**config.mk**
```make
export PLATFORM = sky130hd
export DESIGN_NAME = pdh_ctrl
export DESIGN_NICKNAME = d
export VERILOG_FILES = /design/src/sv/pdh_pkg.sv /design/src/sv/pdh_ctrl.sv
export SDC_FILE = /design/constraint.sdc
export NUM_CORES = 1
export LEC_CHECK = 0
export BUFFER_PORTS_ARGS = -buffer_cell sky130_fd_sc_hd__buf_2
export CORE_ASPECT_RATIO = 1.1
export CORE_MARGIN = 3
export CORE_UTILIZATION = 57
export CTS_BUF_LIST = sky130_fd_sc_hd__clkbuf_4 sky130_fd_sc_hd__clkbuf_8
export DETAILED_ROUTE_END_ITERATION = 8
export GPL_TIMING_DRIVEN = 1
export MAX_ROUTING_LAYER = met4
export PLACE_DENSITY = 0.81
export SLEW_MARGIN = 25
export SYNTH_ARGS = -nofsm -noshare
export SYNTH_HDL_FRONTEND = slang
export SYNTH_SLANG_ARGS = --single-unit
export TNS_END_PERCENT = 10
```
**constraint.sdc**
```tcl
create_clock -name clock -period 2.4 [get_ports clock]
set_clock_uncertainty 0.2 [all_clocks]
set_input_delay 0.12 -clock clock [delete_from_list [all_inputs] [get_ports clock]]
set_output_delay 0.12 -clock clock [all_outputs]
set_load 0.05 [all_outputs]
```
**src/sv/pdh_pkg.sv**
```systemverilog
// ----------------------------------------------------------------------------
// pdh_pkg: shared types and constants
// Field widths, register indexes and the controller/datapath command word.
// ----------------------------------------------------------------------------
package pdh_pkg;

   localparam int POS_W    = 24;   // signed Q12.12 position
   localparam int CELL_W   = 23;   // unsigned Q11.12 box length / bin width
   localparam int BINS_W   = 9;
   localparam int WGT_W    = 2;
   localparam int HIT_W    = 8;
   localparam int OUT_W    = 32;
   localparam int ADDR_W   = 5;
   localparam int DATA_W   = 32;
   localparam int NUM_W    = 26;   // folding numerator width
   localparam int MAG_W    = 24;   // folded component magnitude
   localparam int R2_W     = 50;   // squared distance
   localparam int CNT_W    = 5;
   localparam int DIV_STEPS = NUM_W;

   localparam logic [2:0] REG_CELL_X      = 3'd0;
   localparam logic [2:0] REG_CELL_Y      = 3'd1;
   localparam logic [2:0] REG_CELL_Z      = 3'd2;
   localparam logic [2:0] REG_BIN_WIDTH   = 3'd3;
   localparam logic [2:0] REG_BINS_IN_USE = 3'd4;
   localparam logic [2:0] REG_PAIR_WEIGHT = 3'd5;

   localparam logic OP_ADD  = 1'b0;
   localparam logic OP_READ = 1'b1;

   typedef struct packed {
      logic [CELL_W-1:0] cell_x;
      logic [CELL_W-1:0] cell_y;
      logic [CELL_W-1:0] cell_z;
      logic [CELL_W-1:0] bin_width;
      logic [BINS_W-1:0] bins_in_use;
      logic [WGT_W-1:0]  pair_weight;
   } cfg_type;

   typedef struct packed {
      logic load;
      logic div_step;
      logic fold_fin;
      logic square;
      logic sum;
      logic mul_nb;
      logic mul;
      logic cmp_nb;
      logic cmp;
      logic mem_rd;
      logic finish;
      logic clr_step;
   } cmd_type;

   typedef struct packed {
      logic op;
      logic hit_ok;
      logic clr_last;
   } stat_type;

endpackage

```
**src/sv/pdh_ctrl.sv**
```systemverilog
// ----------------------------------------------------------------------------
// pdh_ctrl: sequencing state machine
// Steps an add word through fold, square, bin search and histogram update, or a read word through a bin read.
// ----------------------------------------------------------------------------
module pdh_ctrl #(
   parameter int NUM_BINS = 256
) (
   input  logic               clock,
   input  logic               reset,
   input  logic               req_valid,
   output logic               req_ready,
   output logic               rsp_valid,
   input  logic               rsp_ready,
   input  pdh_pkg::stat_type  stat,
   output pdh_pkg::cmd_type   cmd
);
   import pdh_pkg::*;

   localparam int KW = (NUM_BINS > 1) ? $clog2(NUM_BINS) : 1;

   typedef enum logic [12:0] {
      S_CLR  = 13'b0000000000001,
      S_IDLE = 13'b0000000000010,
      S_DIV  = 13'b0000000000100,
      S_FIN  = 13'b0000000001000,
      S_SQ   = 13'b0000000010000,
      S_SUM  = 13'b0000000100000,
      S_MULN = 13'b0000001000000,
      S_CMPN = 13'b0000010000000,
      S_MUL  = 13'b0000100000000,
      S_CMP  = 13'b0001000000000,
      S_RD   = 13'b0010000000000,
      S_WAIT = 13'b0100000000000,
      S_DONE = 13'b1000000000000
   } state_type;

   state_type        state_ff, state_in;
   logic [CNT_W-1:0] cnt_ff, cnt_in;
   logic             vld_ff, vld_in;
   logic             slot_free;

   assign req_ready = (state_ff == S_IDLE);
   assign rsp_valid = vld_ff;
   assign slot_free = !vld_ff || rsp_ready;

   always_comb begin
      state_in = state_ff;
      cnt_in   = cnt_ff;
      vld_in   = vld_ff && !rsp_ready;
      cmd      = '0;
      case (state_ff)
         S_CLR: begin
            cmd.clr_step = 1'b1;
            if (stat.clr_last) state_in = S_IDLE;
         end
         S_IDLE: begin
            if (req_valid) begin
               cmd.load = 1'b1;
               cnt_in   = '0;
               state_in = stat.op ? S_RD : S_DIV;
            end
         end
         S_DIV: begin
            cmd.div_step = 1'b1;
            cnt_in       = cnt_ff + 1'b1;
            if (cnt_ff == CNT_W'(DIV_STEPS - 1)) state_in = S_FIN;
         end
         S_FIN: begin
            cmd.fold_fin = 1'b1;
            state_in     = S_SQ;
         end
         S_SQ: begin
            cmd.square = 1'b1;
            state_in   = S_SUM;
         end
         S_SUM: begin
            cmd.sum  = 1'b1;
            state_in = S_MULN;
         end
         S_MULN: begin
            cmd.mul_nb = 1'b1;
            state_in   = S_CMPN;
         end
         S_CMPN: begin
            cmd.cmp_nb = 1'b1;
            cnt_in     = '0;
            state_in   = stat.hit_ok ? S_MUL : S_DONE;
         end
         S_MUL: begin
            cmd.mul  = 1'b1;
            state_in = S_CMP;
         end
         S_CMP: begin
            cmd.cmp  = 1'b1;
            cnt_in   = cnt_ff + 1'b1;
            state_in = (cnt_ff == CNT_W'(KW - 1)) ? S_RD : S_MUL;
         end
         S_RD: begin
            cmd.mem_rd = 1'b1;
            state_in   = S_WAIT;
         end
         S_WAIT: begin
            state_in = S_DONE;
         end
         S_DONE: begin
            if (slot_free) begin
               cmd.finish = 1'b1;
               vld_in     = 1'b1;
               state_in   = S_IDLE;
            end
         end
         default: state_in = S_IDLE;
      endcase
   end

   always_ff @(posedge clock) begin
      if (reset) begin
         state_ff <= S_CLR;
         cnt_ff   <= '0;
         vld_ff   <= 1'b0;
      end else begin
         state_ff <= state_in;
         cnt_ff   <= cnt_in;
         vld_ff   <= vld_in;
      end
   end

endmodule

```
; ---- Yosys cells after proc, flatten, opt, wreduce, memory -nomap -nowiden
; Index checks and enable logic that the tools add are counted.
[op_classes]
n_addsub = 1
eq_ne = 19
muxes = 26
n_reduce_logical = 8
[ops]
columns = op, count
row1 = $pmux 13 s13, 1
row2 = $mux 13, 5
row3 = $mux 11, 2
row4 = $mux 1, 16
row5 = $pmux 5 s3, 1
row6 = $eq 13x1->1 const B, 1
row7 = $eq 13x10->1 const B, 1
row8 = $eq 13x11->1 const B, 1
row9 = $eq 13x12->1 const B, 1
row10 = $eq 13x13->1 const B, 1
row11 = $eq 13x2->1 const B, 1
row12 = $eq 13x3->1 const B, 1
row13 = $eq 13x4->1 const B, 1
row14 = $eq 13x5->1 const B, 1
row15 = $eq 13x6->1 const B, 1
row16 = $eq 13x7->1 const B, 1
row17 = $eq 13x8->1 const B, 1
row18 = $eq 13x9->1 const B, 1
row19 = $ne 2x2->1 const B, 4
row20 = $add 5x1->5 const B, 1
row21 = $eq 5x3->1 const B, 1
row22 = $eq 5x5->1 const B, 1
row23 = $mux 5, 1
row24 = $reduce_and 4->1, 1
row25 = 6 further kinds, 7
[totals]
reg_bits = 19
in_bits = 7
wordCells = 57

; ---- Depth between registers and ports, before layout
[depth]
depth_word = 4
depth_mapped = 7
depth_no_buf = 6

; ---- Least setup slack after synthesis
; OpenSTA, ideal clock, no wires.
[synth_path]
path_type = reg-to-output
from = reg state_ff[10]
to = out cmd[7] (netlist name)
t_arrival_ns = 2.619
required_time_ns = 2.080
path_slack_ns = -0.539
path_stages_with_launch = 7
n_path_buf = 2
path_cell_list = dfxtp_1 -> buf_6 -> or4_4 -> buf_6 -> nor4_2 -> nand2b_1 -> nor3b_1
[synth_rtl]
columns = element, line_no
row1 = start: declaration, pdh_ctrl.sv:37  ; state_type state_ff, state_in;
row2 = start signal: assignment, pdh_ctrl.sv:122  ; state_ff <= state_in;
row3 = end: declaration, pdh_ctrl.sv:15  ; output pdh_pkg::cmd_type cmd

==> flow_summary.yaml <==
status:
  status: "finished with violations"
  violations: "setup timing"
global_route:
  grt_usage_pct: 24.5
  grt_pass1_vias: 1031
  grt_max_degree: 11
  grt_pass1_wl_um: 4640
  overflow: 0
  antenna_found_initial: 0
cts:
  htree_num_levels: 1
  clk_latency_ns: 0.30
  clk_pin_slew_ns: 0.11
  cts.sinks: 19
  clockRootBuffer: "clkbuf_4"
  cts_buffers: 3
  clockBufferDepth: 2
  cts_tree: "done"
cells_and_area:
  final_cells: 194
  fin_util_pct: 81.6
  nets: 177
  area_growth_pct: 30.3
  n_antenna_cell: 0
  drive_gt1_share_pct: 37.7
placed_design:
  hpwl_um: 2090
  io_buffers: 20
  place_inst: 179
  gp_congestion: 0.862
  place_ws_ns: 0.0640
run:
  maxCapViolCount: 0
setup_path:
  r2r.worst_path.cells: 6
  crit_arrival_ns: 2.11
  required_ns: 2.08
  crit_type: "reg -> out"
  critPathCaptureType: "output pin"
  reg2reg_slack_ns: 0.07
  cp_max_fo: 6
  critPathLaunchType: "flip-flop"
synth:
  synth_fp_nets: 145
  synth-edff-count: 0
  yosys_register_bits: 19
  synthArstFlopShare_pct: 0
  syn_avg_cell_area_um2: 8.48
  synth_area_um2: 1150
  yosys_warnings: 0
  yosysUniqueCellTypes: 44
  ys_seq_area_share_pct: 33.0
  ys.flop_type: "dfxtp_1"
  synth_cells: 136
route:
  drc_errors: 0
  ant_nets: 0
  wl_um: 3050
  post_drt_wl_per_cell_um: 15.7
  vias: 1152
  drt_iter0_drc: 44
  firstDrtPassIters: 4
  vias_per_cell: 5.94
min_path:
  hp-class: "in -> reg"
  hold_depth: 6
pwr:
  p_clk_share_pct: 27.6
  switching_share_pct: 29.6
  ir_worst_vdd_v: 0.000411
  power_density_nw_per_um2: 436
  pwr-share-seq_pct: 50.3
  p_int_mw: 0.461
  p_leak_nw: 0.622
  p_sw_mw: 0.194
  comb_power_share_pct: 22.1
timing:
  slew_viol_final: 0
  finalSetupViolCount: 4
  worst_pin_slew_ns: 0.521
  hold_violations: 0
  min_period_over_period_pct: 101
  rsz0062_at_grt: "yes"
  relSlewSlack_pct: 65.0
  fin_crit_ns: 2.43
  fmax_ghz: 0.412
  fin_ws_ns: -0.0293
floorplan:
  initial_core_util_pct: 62.6
  core_region_area_um2: 1840
  die-area_um2: 2600
  die_w_um: 48.9
  io_pins: 21
  rows: 16
  die_height_um: 53.2
cell type report:
class	instances	area (um2)
multi-input combinational	100	734
sequential	19	394
fill	131	339
timing repair buffer	35	277
inverter	9	33.8
tap	27	33.8
clock buffer	4	30.0
routing by layer:
metal / share of wire (%) / track usage [%] / vias up
li1: - / - / 556
met2: 54 / 44.8 / 33
met3: 3.5 / 3.66 / 8
met1: 41 / 27.0 / 555
met4: 2.2 / 10.4 / 0
met5: 0 / - / -
worst max-delay path, cell delays in order (launching register included):
cell,delay (ns)
dfxtp_4,0.37
or4_4,0.62
nor4_4,0.39
and2_1,0.21
buf_4,0.21
cells in the mapped netlist, types with 3 or more instances:
master	instances	share of area, %
nor2_1	19	6.2
dfxtp_1	19	33
inv_1	9	2.9
nand4_1	4	2.2
nor4_1	7	3.8
nor3_1	3	1.3
nor3_2	3	2.6
xor2_1	3	2.3
nand4b_1	3	2.3
nand3_1	8	3.5
nand2_1	7	2.3
a21oi_1	5	2.2
buf_2	3	1.3
repair_timing:
action | CTS | global route
hold buffers | 5 | 0
hold endpoints to repair | 12 | 0
buffers inserted | 3 | 3
resized for setup | 12 | 22
cloned | 0 | 0
endpoints found under the setup margin | 10 | 25
pin swaps | 1 | 7
kinds of logic (layout without fill, tap and decap cells):
| family | count (synthesis) | count (layout) | share of synthesized area, % |
|---|---|---|---|
| simple gates | 77 | 77 | 44.0 |
| buf+inv | 17 | 48 | 7.48 |
| compound gates | 15 | 15 | 8.68 |
| flops | 19 | 19 | 33.0 |
| xor+xnor | 5 | 5 | 3.80 |
| fa+ha+maj | 2 | 2 | 2.17 |
| mux | 1 | 1 | 0.868 |
layout by cell type (no fill, tap or decap), drive strengths merged, types with 3 or more instances in the layout:
master / n
a21oi: 5
buf: 28
clkbuf: 6
dfxtp: 19
dlygate4sd3: 5
inv: 9
nand2: 7
nand3: 8
nand4: 4
nand4b: 4
nor2: 19
nor3: 6
nor4: 9
nor4b: 3
or4: 3
xor2: 3
sequential cells by signal, summed over array words and instances, names as in the netlist:
name	cells
cnt_ff	5
rsp_valid	1
state_ff	13
power groups by stage:
stage / logic [mW] / clock network, mW / registers, mW
after CTS: 0.126 / 0.183 / 0.329
after global routing: 0.155 / 0.194 / 0.330
final: 0.145 / 0.181 / 0.329
after floorplan: 0.0851 / 0 / 0.333
after global placement: 0.108 / 0 / 0.335
after detailed placement: 0.111 / 0 / 0.336
metrics by stage:
stage	setup TNS, ns	instance area, um2	hold WS [ns]	power [mW]
3_5_place_dp	0	1280	0.198	0.447
5_1_grt	-0.620	1500	0.214	0.679
6_report	-0.0735	1500	0.178	0.655
3_3_place_gp	0	1280	0.191	0.443
2_1_floorplan	-3.52	1160	0.0605	0.418
4_1_cts	-0.0250	1410	0.168	0.638
worst paths after layout:
path                 from     endpoint
max reg2reg  state_ff[10]    cnt_ff[4]
min reg2reg   state_ff[2]  state_ff[3]
min               stat[0]  state_ff[2]
max          state_ff[10]      cmd[11]
Power figures use the tool's default switching activity.
