## src/sv/pdh_pkg.sv

```systemverilog
// ----------------------------------------------------------------------------
// pdh_pkg: shared types and constants
// Field widths, register indexes and the controller/datapath command word.
// ----------------------------------------------------------------------------
package pdh_pkg;

   localparam int POS_W    = 24;   // signed Q12.12 position
   localparam int CELL_W   = 23;   // unsigned Q11.12 box length / bin width
   localparam int BINS_W   = 9;
   localparam int WGT_W    = 2;
   localparam int HIT_W    = 8;
   localparam int OUT_W    = 32;
   localparam int ADDR_W   = 5;
   localparam int DATA_W   = 32;
   localparam int NUM_W    = 26;   // folding numerator width
   localparam int MAG_W    = 24;   // folded component magnitude
   localparam int R2_W     = 50;   // squared distance
   localparam int CNT_W    = 5;
   localparam int DIV_STEPS = NUM_W;

   localparam logic [2:0] REG_CELL_X      = 3'd0;
   localparam logic [2:0] REG_CELL_Y      = 3'd1;
   localparam logic [2:0] REG_CELL_Z      = 3'd2;
   localparam logic [2:0] REG_BIN_WIDTH   = 3'd3;
   localparam logic [2:0] REG_BINS_IN_USE = 3'd4;
   localparam logic [2:0] REG_PAIR_WEIGHT = 3'd5;

   localparam logic OP_ADD  = 1'b0;
   localparam logic OP_READ = 1'b1;

   typedef struct packed {
      logic [CELL_W-1:0] cell_x;
      logic [CELL_W-1:0] cell_y;
      logic [CELL_W-1:0] cell_z;
      logic [CELL_W-1:0] bin_width;
      logic [BINS_W-1:0] bins_in_use;
      logic [WGT_W-1:0]  pair_weight;
   } cfg_type;

   typedef struct packed {
      logic load;
      logic div_step;
      logic fold_fin;
      logic square;
      logic sum;
      logic mul_nb;
      logic mul;
      logic cmp_nb;
      logic cmp;
      logic mem_rd;
      logic finish;
      logic clr_step;
   } cmd_type;

   typedef struct packed {
      logic op;
      logic hit_ok;
      logic clr_last;
   } stat_type;

endpackage

```

## src/sv/pdh_csr.sv

```systemverilog
// ----------------------------------------------------------------------------
// pdh_csr: configuration register file
// APB-style write/read of the box lengths, bin width, bin count and weight.
// ----------------------------------------------------------------------------
module pdh_csr (
   input  logic                        clock,
   input  logic                        reset,
   input  logic                        psel,
   input  logic                        penable,
   input  logic                        pwrite,
   input  logic [pdh_pkg::ADDR_W-1:0]  paddr,
   input  logic [pdh_pkg::DATA_W-1:0]  pwdata,
   output logic [pdh_pkg::DATA_W-1:0]  prdata,
   output logic                        pready,
   output pdh_pkg::cfg_type            cfg
);
   import pdh_pkg::*;

   cfg_type    cfg_ff, cfg_in;
   logic [2:0] idx;
   logic       wr;

   assign idx    = paddr[4:2];
   assign wr     = psel && penable && pwrite;
   assign pready = 1'b1;
   assign cfg    = cfg_ff;

   always_comb begin
      cfg_in = cfg_ff;
      if (wr) begin
         case (idx)
            REG_CELL_X:      cfg_in.cell_x      = pwdata[CELL_W-1:0];
            REG_CELL_Y:      cfg_in.cell_y      = pwdata[CELL_W-1:0];
            REG_CELL_Z:      cfg_in.cell_z      = pwdata[CELL_W-1:0];
            REG_BIN_WIDTH:   cfg_in.bin_width   = pwdata[CELL_W-1:0];
            REG_BINS_IN_USE: cfg_in.bins_in_use = pwdata[BINS_W-1:0];
            REG_PAIR_WEIGHT: cfg_in.pair_weight = pwdata[WGT_W-1:0];
            default: ;
         endcase
      end
   end

   always_comb begin
      case (idx)
         REG_CELL_X:      prdata = DATA_W'(cfg_ff.cell_x);
         REG_CELL_Y:      prdata = DATA_W'(cfg_ff.cell_y);
         REG_CELL_Z:      prdata = DATA_W'(cfg_ff.cell_z);
         REG_BIN_WIDTH:   prdata = DATA_W'(cfg_ff.bin_width);
         REG_BINS_IN_USE: prdata = DATA_W'(cfg_ff.bins_in_use);
         REG_PAIR_WEIGHT: prdata = DATA_W'(cfg_ff.pair_weight);
         default:         prdata = '0;
      endcase
   end

   always_ff @(posedge clock) begin
      if (reset) begin
         cfg_ff.cell_x      <= CELL_W'(4096);
         cfg_ff.cell_y      <= CELL_W'(4096);
         cfg_ff.cell_z      <= CELL_W'(4096);
         cfg_ff.bin_width   <= CELL_W'(256);
         cfg_ff.bins_in_use <= BINS_W'(256);
         cfg_ff.pair_weight <= WGT_W'(1);
      end else begin
         cfg_ff <= cfg_in;
      end
   end

endmodule

```

## config.mk

```make
export PLATFORM = sky130hd
export DESIGN_NAME = pdh_csr
export DESIGN_NICKNAME = d
export VERILOG_FILES = /design/src/sv/pdh_pkg.sv /design/src/sv/pdh_csr.sv
export SDC_FILE = /design/constraint.sdc
export NUM_CORES = 1
export LEC_CHECK = 0
export BUFFER_PORTS_ARGS = -buffer_cell sky130_fd_sc_hd__buf_2
export CORE_MARGIN = 2
export CORE_UTILIZATION = 40
export CTS_CLUSTER_SIZE = 14
export DETAILED_ROUTE_END_ITERATION = 10
export PLACE_DENSITY = 0.66
export SLEW_MARGIN = 20
export SYNTH_ARGS = -nofsm -noshare
export SYNTH_HDL_FRONTEND = slang
export SYNTH_SLANG_ARGS = --single-unit
```

## constraint.sdc

```tcl
create_clock -name clock -period 1.28 [get_ports clock]
set_input_delay 0.064 -clock clock [delete_from_list [all_inputs] [get_ports clock]]
set_output_delay 0.064 -clock clock [all_outputs]
set_load 0.02 [all_outputs]
```

======== Word-level counts from Yosys, hierarchy flattened ========
Cells that the tools add are included.
word-level totals
  register bits after elaboration ......... 103
cells by class
  eq/ne operators ......................... 5
  muxes and demuxes ....................... 1
  reduce and logical (&&, ||, !) cells .... 9
operator list
  kind                                                  count
  one-hot mux 23 bit (6 select lines)                   1
  AND reduction 2 bit                                   6
  equality test 3 x 2 -> 1 bit (second input constant)  2
  equality test 3 bit (second input constant)           2
  equality test 3 x 1 -> 1 bit (second input constant)  1
  logical NOT 3 bit                                     1
  logical AND 1 bit                                     2

======== Depth between registers and ports, before layout ========
Gate-level depths: netlist of run 1.
  depth in word-level cells ............... 3
  depth in mapped cells ................... 6
  mapped depth without buffers ............ 3

======== Worst setup path before layout of run 1 ========
Ideal clock, no wire load.
  kind .................................... in2out
  start point ............................. input paddr[2] (netlist bit)
  end point ............................... output prdata[1] (netlist bit)
  arrival time ............................ 1168 ps
  required time ........................... 1216 ps
  setup slack ............................. 48 ps
  cell stages on the path ................. 5
  path buffers ............................ 2
  cell sequence ........................... buf_2 buf_4 nor2b_1 a22oi_1 o22ai_1
on the way
  word-level cells in the longest chain between the ends .. 2
RTL lines
  element                                            line           source
  start: declaration                                 pdh_csr.sv:11  input logic [pdh_pkg::ADDR_W-1:0] paddr,
  equality test 3 bit, or another cell as far along  pdh_csr.sv:44  case (idx)
  one-hot mux 23 bit (6 select lines) *              pdh_csr.sv:44
  end: declaration                                   pdh_csr.sv:13  output logic [pdh_pkg::DATA_W-1:0] prdata,
Every way passes the cells marked *; elsewhere a longest branch is shown, timed or not.

======== Worst setup path in the final report of run 1 ========
  start point ............................. register cfg_ff (netlist bit cfg[22])
  end point ............................... output prdata[11] (netlist bit)
on the way
  word-level cells in the longest chain between the ends .. 1
RTL lines
  element                              line           source
  start: declaration                   pdh_csr.sv:19  cfg_type cfg_ff, cfg_in;
  start signal: assignment             pdh_csr.sv:64  cfg_ff <= cfg_in;
  one-hot mux 23 bit (6 select lines)  pdh_csr.sv:44
Every way passes these cells.

==> results.tsv, run 1 <==
stage	metric	value	unit
sta	endpoints failing hold	0	
detailed_routing	DR iter-0 viols	238	
worst_setup_path	Worst setup SP type	register	
yosys	Synth area leaders	dfxtp_1 41%, mux2i_1 22%, nand2b_1 15%	
power	sequential power share	49.3	%
layout	share of cells above drive strength 1	50.52	%
sta	min cycle time layout	1.494	ns
sta	Setup WS post-layout	-0.2140	ns
flow_run	maxcap violations	0	
yosys	Commonest cells post-synth	120 x nand2b_1, 112 x mux2i_1, 103 x dfxtp_1	
power	P_leak	3.531	nW
worst_setup_path	worst r2r src	cfg[73]$_SDFFE_PP0P_	
yosys	Synthesis Warnings	0	
outcome	status	finished with violations	
power	Logic pwr share	10.1	%
detailed_routing	DRC viols	0	
clock_tree	H-tree depth	3	
clock_tree	Clock transition at path regs	0.08	ns
worst_setup_path	r2r endpoint	cfg[73]$_SDFFE_PP0P_	
die	top-level port count	178	
place	Port-buffer cells	156	
sta	final setup fails	19	
power	switching pwr	0.001688	W
power	VDD IR max	0.7239	mV
layout	Area growth syn-to-layout	37.87	%
yosys	number of distinct library cells after synthesis	32	
die	core area	0.01216	mm^2
worst_setup_path	critical path class	register to output port	
clock_tree	Longest Clk Path Bufs	2	
worst_setup_path	Critical Path Max Stage Delay	0.46	ns
yosys	share of flip-flops with an asynchronous set or reset	0	%
worst_setup_path	WP buf/inv	1	
worst_setup_path	Cell Chain, Critical Path	mux4_2 > nor2b_1 > buf_4	
worst_hold_path	hold path startpoint	pwdata[8]	
clock_tree	cts bufs inserted	9	
clock_tree	CTS tree	built	
global_routing	first-pass GRT wire length	21250	um
global_routing	GRT overflow	0	
sta	setup tns final	-3.187	ns
power	sw frac	25.65	%
yosys	Post-Syn Area per Cell	10.64	um^2
detailed_routing	vias per inst	4.892	
clock_tree	clk_lat worst skew	0.33	ns
worst_setup_path	CP max FO	2	
yosys	number of synthesized flops with an enable pin	0	
yosys	top-area cell type share of the netlist area	40.95	%
layout	Ant. Diodes	0	
worst_setup_path	Slowest cell on crit path	mux4_2	
layout	Fill cells	1084	
worst_setup_path	critical path endpoint	prdata[11]	
detailed_routing	WL final	13730	um
outcome	failing checks	negative setup slack	
layout	max reg flops	103	
clock_tree	Clock Sinks	103	
yosys	sequential share of the synthesized area	40.95	%
sta	unrepaired setup endpoints after global routing	yes	
clock_tree	CTS root buffer	clkbuf_16	
detailed_routing	Pre-antenna DRT Iters	4	
die	Die Width	116.2	um
sta	Pins Over Slew Limit	0	
yosys	Synth area leader	dfxtp_1	
die	die area	0.01350	mm^2
layout	Final nets	712	
yosys	synthesized area	0.005035	mm^2
global_routing	initial antenna violation count	0	
yosys	cells after synthesis	473	
detailed_routing	DR WL/cell	16.29	um
worst_setup_path	CP startpoint	cfg[22]$_SDFFE_PP0P_	
die	initial core utilization	41.40	%
worst_hold_path	type of the tightest min-delay check	primary input to register	
detailed_routing	final antenna-violating net count	0	
power	Internal Power	0.004892	W
yosys	main flop type after synthesis	dfxtp_1	
sta	f_max	0.6693	GHz
die	Std-Cell Rows	40	
worst_setup_path	CP endpoint kind	output port	
sta	setup skew after layout	0	ns
place	GP Congestion	0.7829	
global_routing	largest net degree at the start of global routing	78	
worst_setup_path	worst reg2reg path depth	3	
power	Total Power	0.006579	W
yosys	Yosys reg bits	103	
global_routing	GRT Total Usage	20.21	%
power	PD cells	947.8	mW/mm^2
yosys	most common cell in the netlist	nand2b_1	
worst_setup_path	WP data required	1.22	ns
sta	final clock period utilization by the worst path	116.7	%
worst_setup_path	Crit path depth	3	
power	Clk network pwr share	40.6	%
place	DP HPWL	9414	um
global_routing	vias in the first global route	4019	
worst_setup_path	cell family with most CP delay	multiplexers	
die	die height	116.2	um
worst_setup_path	CP arrival	1.43	ns
detailed_routing	vias post-DR	4124	
worst_setup_path	Reg2Reg Setup Slack	0.55	ns
==> routing by layer <==
| metal | vias to the layer above | GRT usage (%) | share of wire (%) |
|---|---|---|---|
| met3 | 8 | 4.878 | 6.4 |
| li1 | 1992 | - | - |
| met2 | 140 | 33.37 | 47 |
| met5 | - | 0 | 0 |
| met4 | 0 | 3.413 | 0.66 |
| met1 | 1984 | 27.49 | 46 |
==> tightest hold or removal path, stage by stage <==
cell and delay [ns]:
buf_2 0.10, nor2_1 0.06, mux2i_1 0.11
==> cell type report <==
| cell class | instances | area (um^2) | share of cell area (%) |
|---|---|---|---|
| sequential | 103 | 2147 | 30.93 |
| timing repair buffer | 223 | 1491 | 21.49 |
| clock inverter | 7 | 63.81 | 0.9192 |
| multi-input combinational | 333 | 2804 | 40.39 |
| clock buffer | 9 | 225.2 | 3.244 |
| tap | 168 | 210.2 | 3.028 |
==> power by group through the flow <==
| stage | clock [W] | sequential [W] | combinational, W |
|---|---|---|---|
| after floorplan | 0 | 0.00335 | 0.000382 |
| after global placement | 0 | 0.00332 | 0.000602 |
| after detailed placement | 0 | 0.00332 | 0.000612 |
| after CTS | 0.00272 | 0.00324 | 0.000649 |
| after global routing | 0.00285 | 0.00325 | 0.000712 |
| final | 0.00267 | 0.00324 | 0.000664 |
==> what timing repair did <==
item / CTS / global route
cloned: 0 / 0
setup endpoints to repair: 23 / 23
hold endpoints to repair: 1 / 0
hold buffers: 1 / 0
pin swaps: 4 / 5
buffers inserted: 32 / 4
resized for setup: 88 / 36
==> kinds of logic (layout without fill, tap and decap cells) <==
logic type / Yosys count / count (layout) / share of synthesized area, %
compound gates: 28 / 28 / 3.554
other cells: 2 / 10 / 0.1492
mux: 132 / 132 / 29.87
buf+inv: 45 / 239 / 5.417
flops: 103 / 103 / 40.95
simple gates: 163 / 163 / 20.05
==> cells in the final DEF, fill, tap and decap left out, types with 3 or more instances in the layout <==
cell type | Yosys | layout
mux4_2 | 14 | 14
dfxtp_2 | 0 | 68
o22ai_1 | 3 | 3
dfxtp_1 | 103 | 35
nand2b_1 | 120 | 120
conb_1 | 2 | 10
nor2_1 | 7 | 7
o21a_1 | 5 | 5
a22oi_1 | 6 | 3
mux2i_1 | 112 | 112
nand3b_1 | 4 | 4
nor2b_1 | 15 | 9
buf_4 | 16 | 69
buf_12 | 0 | 9
mux2_2 | 6 | 6
o21ai_1 | 0 | 8
nor2b_4 | 0 | 5
nand2_1 | 3 | 3
clkbuf_16 | 0 | 9
buf_2 | 5 | 134
a22oi_2 | 0 | 3
buf_6 | 5 | 10
==> how the worst min path moves through the flow <==
stage / end / cells past startpoint
6_report: cfg[10]$_SDFFE_PP1P_ / 3
5_1_grt: cfg[10]$_SDFFE_PP1P_ / 3
4_1_cts: cfg[10]$_SDFFE_PP1P_ / 3
3_5_place_dp: cfg[23]$_SDFFE_PP0P_ / 3
3_3_place_gp: cfg[23]$_SDFFE_PP0P_ / 3
2_1_floorplan: cfg[23]$_SDFFE_PP0P_ / 2
==> per-stage QoR <==
stage,hold slack [ns],cell area [um^2],setup WS [ns],std cells,utilization [%]
2_1_floorplan,0.2193,5065,0.04791,481,-
5_1_grt,0.02035,6942,-0.2472,843,57.08
3_3_place_gp,0.3505,6126,-0.004315,790,50.37
4_1_cts,0.02254,6809,-0.2312,839,55.99
6_report,0.02639,6942,-0.2140,843,57.08
3_5_place_dp,0.3542,6126,-0.03476,790,50.37
Note: power is estimated with default switching activity, not from simulation.
==> inputs of run 2 (changes only) <==
--- a/config.mk
+++ b/config.mk
@@ -8,7 +8,7 @@
 export BUFFER_PORTS_ARGS = -buffer_cell sky130_fd_sc_hd__buf_2
 export CORE_MARGIN = 2
 export CORE_UTILIZATION = 40
-export CTS_CLUSTER_SIZE = 14
+export CTS_CLUSTER_SIZE = 16
 export DETAILED_ROUTE_END_ITERATION = 10
 export PLACE_DENSITY = 0.66
 export SLEW_MARGIN = 20
==> constraint.sdc (replaced) <==
create_clock -name clock -period 1.8 [get_ports clock]
set_input_delay 0.09 -clock clock [delete_from_list [all_inputs] [get_ports clock]]
set_output_delay 0.09 -clock clock [all_outputs]
set_load 0.02 [all_outputs]
==> results.tsv, run 2 (same netlist as run 1, synthesis figures left out) <==
stage	metric	value	unit
die	core area	0.01216	mm^2
detailed_routing	DR WL/cell	16.18	um
place	Port-buffer cells	156	
worst_setup_path	cell family with most CP delay	multiplexers	
layout	most frequent cells in the layout	156 x buf_2, 120 x nand2b_1, 112 x mux2i_1	
place	Cells after DPL	778	
worst_setup_path	worst reg2reg path depth	1	
sta	Pins Over Slew Limit	0	
clock_tree	Clock Sinks	103	
global_routing	GRT overflow	0	
global_routing	first-pass GRT wire length	20150	um
sta	setup skew after layout	0	ns
die	top-level port count	178	
layout	Ant. Diodes	0	
detailed_routing	vias per inst	4.881	
global_routing	GRT Total Usage	19.21	%
layout	Util after Layout	51.40	%
worst_setup_path	CP max FO	3	
sta	worst slew pin tran	0.5297	ns
power	PD cells	719.7	mW/mm^2
detailed_routing	Pre-antenna DRT Iters	4	
layout	commonest non-fill, non-tap cell in the layout	buf_2	
sta	final hold slack	0.03005	ns
detailed_routing	final antenna-violating net count	0	
detailed_routing	DR iter-0 viols	153	
global_routing	vias in the first global route	3782	
worst_setup_path	Cell Chain, Critical Path	mux4_2 > nor2b_1 > buf_2	
worst_setup_path	Critical Path Max Stage Delay	0.45	ns
sta	f_max	0.6512	GHz
layout	share of cells above drive strength 1	33.81	%
place	GP Congestion	0.7326	
worst_setup_path	Worst setup SP type	register	
outcome	status	finished clean	
clock_tree	CTS tree	built	
worst_setup_path	Crit path depth	3	
clock_tree	Clock transition at path regs	0.07	ns
die	Die Width	116.2	um
detailed_routing	vias post-DR	3866	
die	initial core utilization	41.40	%
clock_tree	clk_lat worst skew	0.33	ns
place	post-place instance area	0.005986	mm^2
clock_tree	H-tree depth	3	
sta	Max-Slew Margin vs Limit	64.60	%
worst_setup_path	critical path class	register to output port	
sta	final setup fails	0	
worst_hold_path	Worst Hold Depth	3	
worst_hold_path	type of the tightest min-delay check	primary input to register	
worst_setup_path	Slowest cell on crit path	mux4_2	
detailed_routing	DRC viols	0	
worst_setup_path	WP data required	1.71	ns
clock_tree	cts hold-fix bufs	0	
clock_tree	Longest Clk Path Bufs	2	
power	VDD IR max	0.3539	mV
layout	Final nets	663	
global_routing	initial antenna violation count	0	
power	P_leak	3.198	nW
layout	Post-Layout Cell Count	792	
layout	Area growth syn-to-layout	24.16	%
worst_setup_path	CP endpoint kind	output port	
die	Std-Cell Rows	40	
die	die area	0.01350	mm^2
sta	endpoints failing hold	0	
flow_run	maxcap violations	0	
layout	max reg flops	103	
clock_tree	CTS root buffer	clkbuf_16	
sta	unrepaired setup endpoints after global routing	no	
sta	setup tns final	0	ns
detailed_routing	WL final	12810	um
layout	fin area	0.006251	mm^2
global_routing	largest net degree at the start of global routing	129	
worst_setup_path	WP buf/inv	1	
worst_setup_path	CP arrival	1.45	ns
sta	final clock period utilization by the worst path	85.32	%
clock_tree	cts bufs inserted	9	
clock_tree	post-CTS setup buffer count	0	
sta	min cycle time layout	1.536	ns
die	die height	116.2	um
clock_tree	Resize count post-CTS	0	
place	DP HPWL	8967	um
[run 2: power breakdown]
part	internal, W	total, W	leakage [nW]	switching [W]
registers	0.00230	0.00231	0.831	0.0000136
clock network	0.000997	0.00178	0.132	0.000786
logic	0.000171	0.000406	2.24	0.000235
total	0.00346	0.00450	3.20	0.00103
[run 2: cell type report]
type	count	area (um^2)
multi-input combinational	333	2735
timing repair buffer	174	978.4
clock inverter	1	5.005
sequential	103	2062
fill	1133	5911
clock buffer	13	260.3
tap	168	210.2
[run 2: path summary, 6_finish.rpt]
path | to | slack, ns | start
max | prdata[11] | 0.26 | cfg[91]$_SDFFE_PP0P_
min | cfg[23]$_SDFFE_PP0P_ | 0.03 | pwdata[12]
max reg2reg | cfg[0]$_SDFFE_PP1P_ | 1.12 | cfg[0]$_SDFFE_PP1P_
min reg2reg | cfg[72]$_SDFFE_PP0P_ | 0.49 | cfg[72]$_SDFFE_PP0P_
[run 2: metrics by stage]
| stage | total power, W | worst slack [ns] |
|---|---|---|
| 6_report | 0.004499 | 0.2643 |
| 5_1_grt | 0.004697 | 0.1740 |
| 4_1_cts | 0.004548 | 0.2349 |
| 3_5_place_dp | 0.002769 | 0.2918 |
| 3_3_place_gp | 0.002762 | 0.2796 |
| 2_1_floorplan | 0.002651 | 0.5159 |
[run 2: layer usage]
| layer | up-vias | GRT usage [%] | wire length [um] | part of all wire (%) |
|---|---|---|---|---|
| met5 | - | 0 | 0 | 0 |
| met4 | 0 | 5.794 | 175 | 1.4 |
| met3 | 12 | 3.581 | 817 | 6.4 |
| met2 | 129 | 30.06 | 5703 | 45 |
| met1 | 1832 | 27.14 | 6117 | 48 |
| li1 | 1893 | - | - | - |
==> inputs of run 3 (changes only) <==
--- a/config.mk
+++ b/config.mk
@@ -6,6 +6,7 @@
 export NUM_CORES = 1
 export LEC_CHECK = 0
 export BUFFER_PORTS_ARGS = -buffer_cell sky130_fd_sc_hd__buf_2
+export CAP_MARGIN = 20
 export CORE_MARGIN = 2
 export CORE_UTILIZATION = 40
 export CTS_CLUSTER_SIZE = 16
==> constraint.sdc (replaced) <==
create_clock -name clock -period 1.8 [get_ports clock]
set_input_delay 0.27 -clock clock [delete_from_list [all_inputs] [get_ports clock]]
set_output_delay 0.27 -clock clock [all_outputs]
set_load 0.02 [all_outputs]
==> results.tsv, run 3 (same netlist as run 1, synthesis figures left out) <==
stage	metric	value	unit
global_routing	GRT overflow	0	
sta	final setup fails	0	
die	top-level port count	178	
place	Setup WS pre-CTS	0.08786	ns
die	initial core utilization	41.40	%
sta	endpoints failing hold	0	
die	core area	0.01216	mm^2
sta	Pins Over Slew Limit	0	
detailed_routing	vias post-DR	3910	
place	Port-buffer cells	156	
detailed_routing	DR iter-0 viols	193	
sta	f_max	0.5756	GHz
sta	Setup WS post-layout	0.06277	ns
worst_setup_path	CP max FO	3	
worst_hold_path	worst hold path endpoint	cfg[23]$_SDFFE_PP0P_	
worst_setup_path	WP data required	1.53	ns
layout	most frequent cells in the layout	156 x buf_2, 120 x nand2b_1, 112 x mux2i_1	
die	Std-Cell Rows	40	
clock_tree	clk_lat worst skew	0.33	ns
worst_setup_path	worst reg2reg path depth	1	
power	PD cells	734.6	mW/mm^2
worst_setup_path	Reg2Reg Setup Slack	1.11	ns
layout	max reg flops	103	
die	die height	116.2	um
clock_tree	H-tree depth	3	
layout	Util after Layout	52.00	%
detailed_routing	final antenna-violating net count	0	
layout	Area growth syn-to-layout	25.60	%
power	P_leak	3.229	nW
power	VDD IR max	0.3646	mV
global_routing	first-pass GRT wire length	20270	um
clock_tree	Clock transition at path regs	0.07	ns
global_routing	vias in the first global route	3730	
clock_tree	CTS root buffer	clkbuf_16	
detailed_routing	DR WL met2	5976	um
sta	setup skew after layout	0	ns
clock_tree	cts bufs inserted	9	
clock_tree	Clock Sinks	103	
sta	setup tns final	0	ns
worst_hold_path	type of the tightest min-delay check	primary input to register	
global_routing	initial antenna violation count	0	
global_routing	GRT Total Usage	19.62	%
worst_setup_path	r2r endpoint	cfg[0]$_SDFFE_PP1P_	
clock_tree	CTS tree	built	
flow_run	maxcap violations	0	
detailed_routing	vias per inst	4.894	
outcome	status	finished clean	
layout	commonest non-fill, non-tap cell in the layout	buf_2	
die	Die Width	116.2	um
sta	unrepaired setup endpoints after global routing	no	
worst_setup_path	CP endpoint kind	output port	
worst_setup_path	critical path class	register to output port	
detailed_routing	WL met1	6133	um
clock_tree	Longest Clk Path Bufs	2	
worst_setup_path	Worst setup SP type	register	
layout	Final nets	668	
worst_hold_path	Worst Hold Depth	3	
detailed_routing	DRC viols	0	
worst_setup_path	worst r2r src	cfg[0]$_SDFFE_PP1P_	
detailed_routing	WL final	13040	um
detailed_routing	Pre-antenna DRT Iters	4	
detailed_routing	WL met3	841	um
sta	min cycle time layout	1.737	ns
detailed_routing	Max Used Layer	met4	
global_routing	largest net degree at the start of global routing	74	
sta	final clock period utilization by the worst path	96.51	%
die	die area	0.01350	mm^2
layout	Ant. Diodes	0	
worst_setup_path	CP arrival	1.47	ns
detailed_routing	DR WL/cell	16.32	um
power	Total Power	0.004645	W
worst_hold_path	hold path startpoint	pwdata[12]	
layout	share of cells above drive strength 1	34.87	%
place	DP HPWL	9277	um
place	GP Congestion	0.7522	
clock_tree	cts hold-fix bufs	0	
-- run 3: cell count changes in the layout (fill, tap and decap cells not counted) --
cell | before | now
buf_6 | 0 | 1
clkbuf_1 | 2 | 0
clkinv_2 | 1 | 2
buf_4 | 13 | 17
bufinv_16 | 0 | 1
inv_6 | 0 | 1
clkbuf_8 | 2 | 0
clkinvlp_4 | 0 | 3
-- run 3: how the worst max path moves through the flow --
stage / endpoint / from / slack (ns) / depth (start not counted)
after floorplan: prdata[1] / paddr[2] / 0.16 / 5
after global placement: prdata[2] / paddr[2] / 0.08 / 6
after detailed placement: prdata[2] / paddr[2] / 0.09 / 6
after CTS: prdata[12] / cfg[23]$_SDFFE_PP0P_ / 0.04 / 3
after global routing: prdata[12] / cfg[23]$_SDFFE_PP0P_ / 0.005 / 3
final: prdata[12] / cfg[23]$_SDFFE_PP0P_ / 0.06 / 3
-- run 3: metal layers --
metal / global-route usage, % / up-vias
met5: 0 / -
li1: - / 1898
met3: 4.515 / 7
met1: 27.30 / 1875
met4: 4.841 / 0
met2: 31.07 / 130
-- run 3: worst max-delay path, cell delays in order, from the launching register on --
cell and delay (ns):
dfxtp_1 0.33, mux4_2 0.46, nor2b_1 0.16, buf_2 0.18
-- run 3: metrics by stage --
step | instance area, um^2 | std cells | hold WS, ns
after floorplan | 5065 | 481 | 0.4253
after global placement | 6023 | 783 | 0.4700
after detailed placement | 6023 | 783 | 0.4744
after CTS | 6320 | 799 | 0.1918
after global routing | 6324 | 799 | 0.2422
final | 6324 | 799 | 0.2020
-- run 3: power by group --
| part | switching (W) | leakage (nW) | internal [W] |
|---|---|---|---|
| clock network | 0.000844 | 0.138 | 0.00108 |
| registers | 0.0000138 | 0.831 | 0.00229 |
| logic | 0.000238 | 2.26 | 0.000177 |
| total | 0.00110 | 3.23 | 0.00355 |
-- run 3: final cells by class --
type | count | area (um^2)
clock inverter | 7 | 71.32
clock buffer | 9 | 225.2
tap | 168 | 210.2
multi-input combinational | 333 | 2735
sequential | 103 | 2062
timing repair buffer | 179 | 1020
fill | 1144 | 5838
-- run 3: what timing repair did --
| item | CTS | global route |
|---|---|---|
| resized for setup | 0 | 1 |
| buffers inserted | 0 | 0 |
| setup endpoints to repair | 0 | 1 |
